### config.mk
export PLATFORM = sky130hd
export DESIGN_NAME = case_folding_string_bucket_hash
export DESIGN_NICKNAME = d
export VERILOG_FILES = /design/src/rtl/chbh_pkg.sv /design/src/rtl/case_folding_string_bucket_hash.sv /design/src/rtl/chbh_ctrl.sv /design/src/rtl/chbh_dpath.sv
export SDC_FILE = /design/constraint.sdc
export NUM_CORES = 1
export LEC_CHECK = 0
export ABC_AREA = 1
export ABC_CLOCK_PERIOD_IN_PS = 4400
export BUFFER_PORTS_ARGS = -buffer_cell sky130_fd_sc_hd__buf_2
export CAP_MARGIN = 20
export CORE_AREA = 2 2 219 221
export DETAILED_ROUTE_END_ITERATION = 6
export DIE_AREA = 0 0 221 223
export SKIP_CTS_REPAIR_TIMING = 1
export SLEW_MARGIN = 20
export SYNTH_ARGS = -nofsm -noshare
export SYNTH_HDL_FRONTEND = slang
export SYNTH_SLANG_ARGS = --single-unit
### constraint.sdc
create_clock -name clk -period 4.4 [get_ports clk]
set_clock_uncertainty 0.15 [all_clocks]
set_input_delay 0.88 -clock clk [delete_from_list [all_inputs] [get_ports clk]]
set_output_delay 0.88 -clock clk [all_outputs]
set_load 0.005 [all_outputs]
### src/rtl/chbh_pkg.sv
`timescale 1ns / 1ps
package chbh_pkg;

  localparam int unsigned KEY_W   = 8;
  localparam int unsigned ACC_W   = 64;
  localparam int unsigned SIZE_W  = 32;
  localparam int unsigned DIV_STEPS = ACC_W;
  localparam int unsigned CNT_W   = $clog2(DIV_STEPS);

  // acc * 31 == (acc << 5) - acc
  localparam int unsigned HASH_SHIFT = 5;

  localparam logic [SIZE_W-1:0] TABLE_SIZE_RESET = SIZE_W'(1021);
  localparam logic [CNT_W-1:0]  CNT_LAST         = CNT_W'(DIV_STEPS - 1);

  localparam logic [KEY_W-1:0] ASCII_UPPER_A = 8'h41;
  localparam logic [KEY_W-1:0] ASCII_UPPER_Z = 8'h5A;
  localparam logic [KEY_W-1:0] ASCII_CASE    = 8'h20;
  localparam logic [KEY_W-1:0] KEY_END       = 8'h00;

  typedef struct packed {
    logic absorb;
    logic last;
    logic step;
    logic load_out;
  } chbh_cmd_t;

  function automatic logic [KEY_W-1:0] fold_case(input logic [KEY_W-1:0] b);
    if (b >= ASCII_UPPER_A && b <= ASCII_UPPER_Z) begin
      return b + ASCII_CASE;
    end
    return b;
  endfunction

endpackage

### src/rtl/case_folding_string_bucket_hash.sv
`timescale 1ns / 1ps
// Case-folding base-31 string hash, reduced to a bucket index.
// Input stream: one key byte per request, tlast on the final byte of a key.
// A zero byte ends the key; further bytes up to tlast are taken and ignored.
// Capitals A..Z are folded to lower case before hashing.
// Output stream: one bucket index per key, hash modulo the table size
// (0 when the table size is 0).
// cfg_we/cfg_wdata write the table size (reset value 1021); write while idle.
// Throughput: one byte per cycle while a key is absorbed. After the tlast byte
// the input stalls while the remainder unit takes one dividend bit per cycle
// (bar the stall on the last step below), then loads the index.
// The result sits in an output register, so the next key is absorbed while
// it waits; if the receiver still holds the previous result when the next
// remainder completes, the block stalls on its last step until it is taken.
// Reset is synchronous, active low: control and hash state cleared, no result pending.
module case_folding_string_bucket_hash
  import chbh_pkg::*;
(
  input  logic              clk,
  input  logic              rst_n,
  input  logic              in_tvalid,
  output logic              in_tready,
  input  logic [KEY_W-1:0]  in_tdata,   // [7:0] key_byte
  input  logic              in_tlast,   // last
  output logic              out_tvalid,
  input  logic              out_tready,
  output logic [SIZE_W-1:0] out_tdata,  // [31:0] bucket_index
  input  logic              cfg_we,
  input  logic [SIZE_W-1:0] cfg_wdata
);

  chbh_cmd_t cmd;

  chbh_ctrl u_ctrl (
    .clk        (clk),
    .rst_n      (rst_n),
    .in_tvalid  (in_tvalid),
    .in_tlast   (in_tlast),
    .in_tready  (in_tready),
    .out_tvalid (out_tvalid),
    .out_tready (out_tready),
    .cmd        (cmd)
  );

  chbh_dpath u_dpath (
    .clk          (clk),
    .rst_n        (rst_n),
    .key_byte     (in_tdata),
    .cmd          (cmd),
    .cfg_we       (cfg_we),
    .cfg_wdata    (cfg_wdata),
    .bucket_index (out_tdata)
  );

endmodule

### src/rtl/chbh_ctrl.sv
`timescale 1ns / 1ps
module chbh_ctrl
  import chbh_pkg::*;
(
  input  logic       clk,
  input  logic       rst_n,
  input  logic       in_tvalid,
  input  logic       in_tlast,
  output logic       in_tready,
  output logic       out_tvalid,
  input  logic       out_tready,
  output chbh_cmd_t  cmd
);

  typedef enum logic {
    S_ABSORB,
    S_DIVIDE
  } state_t;

  state_t           state_r, state_nxt;
  logic [CNT_W-1:0] cnt_r, cnt_nxt;
  logic             out_valid_r, out_valid_nxt;
  logic             out_free;
  logic             accept;

  assign in_tready  = (state_r == S_ABSORB);
  assign out_tvalid = out_valid_r;
  assign accept     = in_tvalid & in_tready;
  assign out_free   = ~out_valid_r | out_tready;

  always_comb begin
    state_nxt     = state_r;
    cnt_nxt       = cnt_r;
    cmd.absorb    = 1'b0;
    cmd.last      = 1'b0;
    cmd.step      = 1'b0;
    cmd.load_out  = 1'b0;
    out_valid_nxt = out_valid_r & ~out_tready;
    case (state_r)
      S_ABSORB: begin
        cmd.absorb = accept;
        if (accept && in_tlast) begin
          cmd.last  = 1'b1;
          cnt_nxt   = '0;
          state_nxt = S_DIVIDE;
        end
      end
      S_DIVIDE: begin
        if (cnt_r != CNT_LAST) begin
          cmd.step = 1'b1;
          cnt_nxt  = cnt_r + CNT_W'(1);
        end else if (out_free) begin
          cmd.step      = 1'b1;
          cmd.load_out  = 1'b1;
          out_valid_nxt = 1'b1;
          state_nxt     = S_ABSORB;
        end
      end
      default: begin
        state_nxt = S_ABSORB;
      end
    endcase
  end

  always_ff @(posedge clk) begin
    if (!rst_n) begin
      state_r     <= S_ABSORB;
      cnt_r       <= '0;
      out_valid_r <= 1'b0;
    end else begin
      state_r     <= state_nxt;
      cnt_r       <= cnt_nxt;
      out_valid_r <= out_valid_nxt;
    end
  end

endmodule

### src/rtl/chbh_dpath.sv
`timescale 1ns / 1ps
module chbh_dpath
  import chbh_pkg::*;
(
  input  logic              clk,
  input  logic              rst_n,
  input  logic [KEY_W-1:0]  key_byte,
  input  chbh_cmd_t         cmd,
  input  logic              cfg_we,
  input  logic [SIZE_W-1:0] cfg_wdata,
  output logic [SIZE_W-1:0] bucket_index
);

  logic [SIZE_W-1:0] size_r;
  logic [ACC_W-1:0]  acc_r, acc_nxt, acc_hash;
  logic              term_r, term_nxt;
  logic [ACC_W-1:0]  dvd_r;
  logic [SIZE_W-1:0] rem_r, rem_nxt;
  logic [SIZE_W:0]   trial;
  logic [SIZE_W-1:0] out_r;

  assign acc_hash = (acc_r << HASH_SHIFT) - acc_r + ACC_W'(fold_case(key_byte));

  always_comb begin
    acc_nxt  = acc_r;
    term_nxt = term_r;
    if (!term_r) begin
      if (key_byte == KEY_END) begin
        term_nxt = 1'b1;
      end else begin
        acc_nxt = acc_hash;
      end
    end
  end

  // restoring remainder, one dividend bit per step
  assign trial   = {rem_r, dvd_r[ACC_W-1]};
  assign rem_nxt = (trial >= {1'b0, size_r}) ? SIZE_W'(trial - {1'b0, size_r})
                                             : trial[SIZE_W-1:0];

  always_ff @(posedge clk) begin
    if (!rst_n) begin
      size_r <= TABLE_SIZE_RESET;
      acc_r  <= '0;
      term_r <= 1'b0;
    end else begin
      if (cfg_we) begin
        size_r <= cfg_wdata;
      end
      if (cmd.last) begin
        acc_r  <= '0;
        term_r <= 1'b0;
      end else if (cmd.absorb) begin
        acc_r  <= acc_nxt;
        term_r <= term_nxt;
      end
    end
  end

  always_ff @(posedge clk) begin
    if (cmd.last) begin
      dvd_r <= acc_nxt;
      rem_r <= '0;
    end else if (cmd.step) begin
      dvd_r <= {dvd_r[ACC_W-2:0], 1'b0};
      rem_r <= rem_nxt;
    end
    if (cmd.load_out) begin
      out_r <= (size_r == '0) ? '0 : rem_nxt;
    end
  end

  assign bucket_index = out_r;

endmodule
Yosys cells after proc, flatten, opt, wreduce, memory -nomap -nowiden. Index checks and enable logic that the tools add are counted.

Reduce and logical (&&, ||, !) cells: 7. $add $sub $neg: 5. Multiplexer cells: 25. Bitwise gates (word level): 7. Magnitude comparators: 3. Eq/ne operators: 3.

Operator list (number): 64-bit 2-to-1 mux (4); 64-bit by 8-bit adder with 64-bit output (1); 64-bit subtractor (1); 33-bit by 32-bit >= comparator with 1-bit output (1); 32-bit zero test (1); 32-bit 2-to-1 mux (1); 32-bit subtractor (1); 8-bit 2-to-1 mux (2); 6-bit 2-to-1 mux (2); 6-bit case mux with 2 select lines (1); 1-bit 2-to-1 mux (11); 8-bit by 6-bit adder with 8-bit output (second input constant) (1); 8-bit by 7-bit >= comparator with 1-bit output (second input constant) (1); 8-bit by 7-bit less-or-equal comparator with 1-bit output (second input constant) (1); 8-bit zero test (1); 6-bit by 1-bit adder with 6-bit output (second input constant) (1); 2-bit 2-to-1 mux (3); 6-bit != test (second input constant) (1); 2-bit != test (second input constant) (2); 1-bit NOT (4); 1-bit AND (2); 1-bit logical AND (2); 1-bit case mux with 2 select lines (1); 2-bit AND reduction (1); 3 further kinds (3).

Flip-flop bits (word level): 233. Word-level logic and storage cells: 59. Output and inout port bits: 34.

Logic depth before layout (Yosys ltp).
Depth in word-level cells: 8. Depth in mapped cells: 26. Mapped depth without buffers: 26.

Hierarchy. Synthesis repeated with hierarchy kept, for this count alone.

Cell total of the unflattened synthesis: 2970. Area total of the unflattened synthesis: 18699.2 um^2.

Modules (own cells, without submodules): chbh_dpath (cells each 2906, area each 18265.0 um^2, seq. area each 5465.2 um^2, instances 1); chbh_ctrl (cells each 64, area each 434.2 um^2, seq. area each 160.2 um^2, instances 1).

Least setup slack after synthesis. Ideal clock, no wire load.

Kind: in2reg. Start: input port in_tdata[5]. End: register u_dpath.dvd_r[24] (data pin). Stages: 21. Slack: 0.419 ns. Arrival time: 3.578 ns. Data required time: 3.997 ns. Setup time: 0.253 ns. Buffers on the path: 0. Path through: or2_0 > nor3_1 > inv_1 > nand3_1 > inv_1 > or2_2 > inv_1 > fa_1 > inv_1 > ha_1 > nand2_1 > nand2_1 > a21oi_1 > nand2_1 > nand2_1 > nand3_1 > or2_2 > nand3_1 > o21ai_0 > nand2_1 > nand2_1.

Longest elaborated chain between the ends: 8. Elaborated cells between the ends (all ways): 12. Those cells by class: 2 x add/sub; 2 x order compare; 6 x mux; 2 x reduce/logical.

RTL lines: start, declared (RTL line case_folding_string_bucket_hash.sv:23) `input logic [KEY_W-1:0] in_tdata,`; 8-bit by 7-bit >= comparator with 1-bit output / 8-bit by 7-bit less-or-equal comparator with 1-bit output (equally long branches) (RTL line chbh_pkg.sv:29) `if (b >= ASCII_UPPER_A && b <= ASCII_UPPER_Z) begin`; 1-bit logical AND (RTL line chbh_pkg.sv:29); 1-bit 2-to-1 mux (RTL line chbh_pkg.sv:29); 8-bit 2-to-1 mux (RTL line chbh_pkg.sv:32) `return b;`; 64-bit by 8-bit adder with 64-bit output (RTL line chbh_dpath.sv:22) `assign acc_hash = (acc_r << HASH_SHIFT) - acc_r + ACC_W'(fold_case(key_byte));`; 64-bit 2-to-1 mux (*) (RTL line chbh_dpath.sv:28) `if (key_byte == KEY_END) begin`; 64-bit 2-to-1 mux (*) (RTL line chbh_dpath.sv:27) `if (!term_r) begin`; 64-bit 2-to-1 mux (*) (RTL line chbh_dpath.sv:61) `if (cmd.last) begin`; end signal, assigned (RTL line chbh_dpath.sv:62) `dvd_r <= acc_nxt;`; end signal, assigned (RTL line chbh_dpath.sv:65) `dvd_r <= {dvd_r[ACC_W-2:0], 1'b0};`; end, declared (RTL line chbh_dpath.sv:17) `logic [ACC_W-1:0] dvd_r;`.

Every way passes the cells marked *; elsewhere a longest branch is shown, timed or not. The select of a mux whose other input is x is not followed. A chain may end at the register's enable or synchronous reset.

Worst setup path in the final report.
Start: input port in_tdata[5]. End: register u_dpath.dvd_r[40] (data pin).

Same word-level chain as after synthesis.

==> flow_summary_export.csv <==
group,metric,value,unit
placed_design,gp_congestion,0.991,
drt,postRouteAntennaNets,0,
setup_path,cp-end-kind,"flip-flop",
die,io_pins,80,
finish,layout-drive-gt1-share,6.81,%
grt,grt_pass1_wl,97200,µm
yosys,synthTopCellsByCount,"1102 x nand2_1, 524 x inv_1, 217 x a21oi_1",
timing,rsz0062_at_grt,"no",
placed_design,portBuffers,79,
cts,clockRootBuffer,"clkbuf_16",
setup_path,crit_arrival,4.28,ns
drt,viasPerCell,5.02,
setup_path,crit_chain,"buf_2 > or2_0 > nor3_1 > inv_1 > nand3_1 > inv_1 > or2_2 > inv_1 > fa_1 > inv_1 > ha_1 > nand2_1 > nand2_1 > buf_4 > a21oi_1 > nand2_1 > nand2_1 > nand3_1 > nand2_1 > nand2_1 > nand2_1 > nand3_1 > o21ai_0 > o21ai_0",
drt,drtIter0Drc,1236,
yosys,yosysMostFrequentCell,"nand2_1",
finish,area_growth,11.9,%
finish,finalNonFillerCells,3698,
yosys,seq_area_frac_synth,30.2,%
die,chipHeight,223,µm
yosys,postSynthCellCount,2971,
grt,grt.busiest_layer,"met2",
yosys,synth_area_leader_cell,"nand2_1",
cts,clkLatencyLatePin,0.59,ns
setup_path,critPathKind,"in2reg",
finish,fill_cells,5112,
grt,groute.usage.overall,24.7,%
yosys,synth.cell_area,18700,µm²
grt,use_met2,42.6,%
die,core_area,47100,µm²
timing,fin_crit_sh,94.6,%
setup_path,reg2reg_depth,15,
run,drv_cap,0,
cts,htree_num_levels,1,
placed_design,placed_cells,3646,
timing,hold_viol,0,
die,chipWidth,221,µm
setup_path,cpPeakStageDelay,0.41,ns
status,status,"completed",
power,power_density,600,nW/µm²
drt,wire_per_inst,16.7,µm
cts,clkTransAtPathRegs,0.06,ns
finish,antenna_cells,0,
grt,grt_max_degree,103,
grt,use_met1,32.5,%
yosys,yosys_warnings,0,
finish,postLayoutCoreUtil,44.3,%
timing,worst_pin_slew,0.974,ns
yosys,synth_top_area_share,22.2,%
timing,max-slew-margin-rel,34.9,%
setup_path,critPathLaunchType,"input pin",
placed_design,dpl.hpwl,48700,µm
yosys,yosys-top-cells-area,"nand2_1 22%, edfxtp_1 15%, dfxtp_1 15%",
timing,drv_slew,0,
grt,grt_pass1_vias,18065,
timing,finalCriticalPeriod,4.16,ns
drt,routed_wl,61800,µm
die,dieArea,49300,µm²
yosys,synthFlopType,"dfxtp_1",
grt,grt_overflow,0,
cts,cts_tree,"built",
timing,fmax,240,MHz
die,floorplan.initialDensity,39.6,%
power,p_leak,11.5,nW
drt,first_pass_iters,6,
timing,hold_ws,0.326,ns
yosys,synthArstFlopShare,0,%
die,rows,80,
yosys,ys_seq_elements,233,
setup_path,crit_top_cell,"nand2_1",
min_path,hold_depth,2,
grt,grt_util_met3,2.11,%
cts,cts_num_sinks,233,
yosys,syn_nets,3178,
grt,antenna_found_initial,0,
yosys,synth-edff-count,96,
drt,drc,0,
timing,setup_viol,0,
finish,nNetsFinal,3268,
cts,cts-buffers-inserted,28,
setup_path,crit_slowest_cell,"fa_1",
setup_path,crit_required,4.51,ns
yosys,avgSynthCellArea,6.28,µm²
min_path,min_path_type,"reg2reg",
yosys,synth_cell_types,41,
cts,clockBufferDepth,3,
setup_path,cp_max_fo,4,
power,ir_drop,0.377,mV
drt,vias,18563,
worst max-delay path: cells and delay by family:
kind / cells / cell delay, ns
and+or+nand+nor: 13 / 1.85
AOI/OAI and AO/OA: 3 / 0.38
adders and majority gates: 2 / 0.66
buffers and inverters: 6 / 0.52
per-stage QoR:
step	instance area, µm²	setup slack, ns	power, mW	setup TNS, ns
floorplan	18700	0.419	7.86	0
global placement	20000	-0.319	10.2	-9.48
detailed placement	20000	-0.272	10.2	-7.86
CTS	20900	0.321	12.5	0
global route	20900	0.0129	13.7	0
finish	20900	0.238	12.5	0
cells by family (layout without fill, tap and decap cells):
kind of cell	after synthesis	in the layout	share of synthesized area (%)
simple gates	1528	1528	33.3
buf+inv	605	717	12.4
compound gates	403	403	11.3
flops	233	233	30.2
fa+ha+maj	161	161	11.0
xor+xnor	41	41	1.92
cell type report:
class	count	area, µm²	share of cell area (%)
repair buffers	137	868	4.16
clock buffers	35	747	3.58
flip-flops and latches	233	5630	26.9
well taps	615	769	3.68
clock inverters	17	130	0.623
inverters	528	1980	9.49
multi-input cells	2133	10800	51.5
sequential cells by signal (all words and copies together), names as in the netlist:
signal / count
u_dpath.acc_r: 64
u_dpath.dvd_r: 64
u_dpath.bucket_index: 32
u_dpath.rem_r: 32
u_dpath.size_r: 32
u_ctrl.cnt_r: 6
u_ctrl.out_tvalid: 1
u_ctrl.state_r: 1
u_dpath.term_r: 1
metal layers:
metal	share of wire (%)	vias up
met2	47	424
li1	-	9501
met4	3.4	0
met3	4.5	93
met1	46	8545
met5	0	-
cells in the final DEF, fill, tap and decap left out, types with 2 or more instances in the layout:
master     count
xor2_1        28
dfxtp_1      137
fa_1           5
nand2_1     1099
nor2_2         2
nand4_1       12
buf_2         79
clkbuf_1       5
nand3_1      154
or2_2          4
clkinv_1       5
nor2_4         2
nand2_2        6
nand2_4        2
ha_1         156
edfxtp_1      96
o21ai_1        3
o21ai_0      152
o211ai_1      14
nor4_1        10
inv_2          4
clkbuf_8       2
o21bai_1       4
nor3_1        25
o21a_1         6
clkinv_4       2
clkinv_2       7
a21o_1         4
buf_12         3
o21ai_2        2
nor3_2         3
inv_1        523
nand3b_1      27
buf_4         55
and2_1         3
a21oi_1      215
nor2_1       174
xnor2_1       13
nand3_2        2
clkbuf_16     28
where the power goes:
part / internal (mW) / total, mW / switching (mW)
clock: 1.26 / 2.24 / 0.980
combinational: 2.42 / 7.46 / 5.05
sequential: 2.63 / 2.82 / 0.188
total: 6.31 / 12.5 / 6.21
worst paths after layout:
path	startpoint	slack (ns)	to
min reg2reg	u_dpath.rem_r[13]$_SDFFE_PP0P_	0.33	u_dpath.rem_r[13]$_SDFFE_PP0P_
max reg2reg	u_dpath.size_r[11]$_SDFFE_PN0P_	1.00	u_dpath.bucket_index[3]$_SDFFCE_PN0P_
min	u_dpath.rem_r[13]$_SDFFE_PP0P_	0.33	u_dpath.rem_r[13]$_SDFFE_PP0P_
max	in_tdata[5]	0.24	u_dpath.dvd_r[40]$_DFFE_PP_
Note: power is estimated with default switching activity, not from simulation.
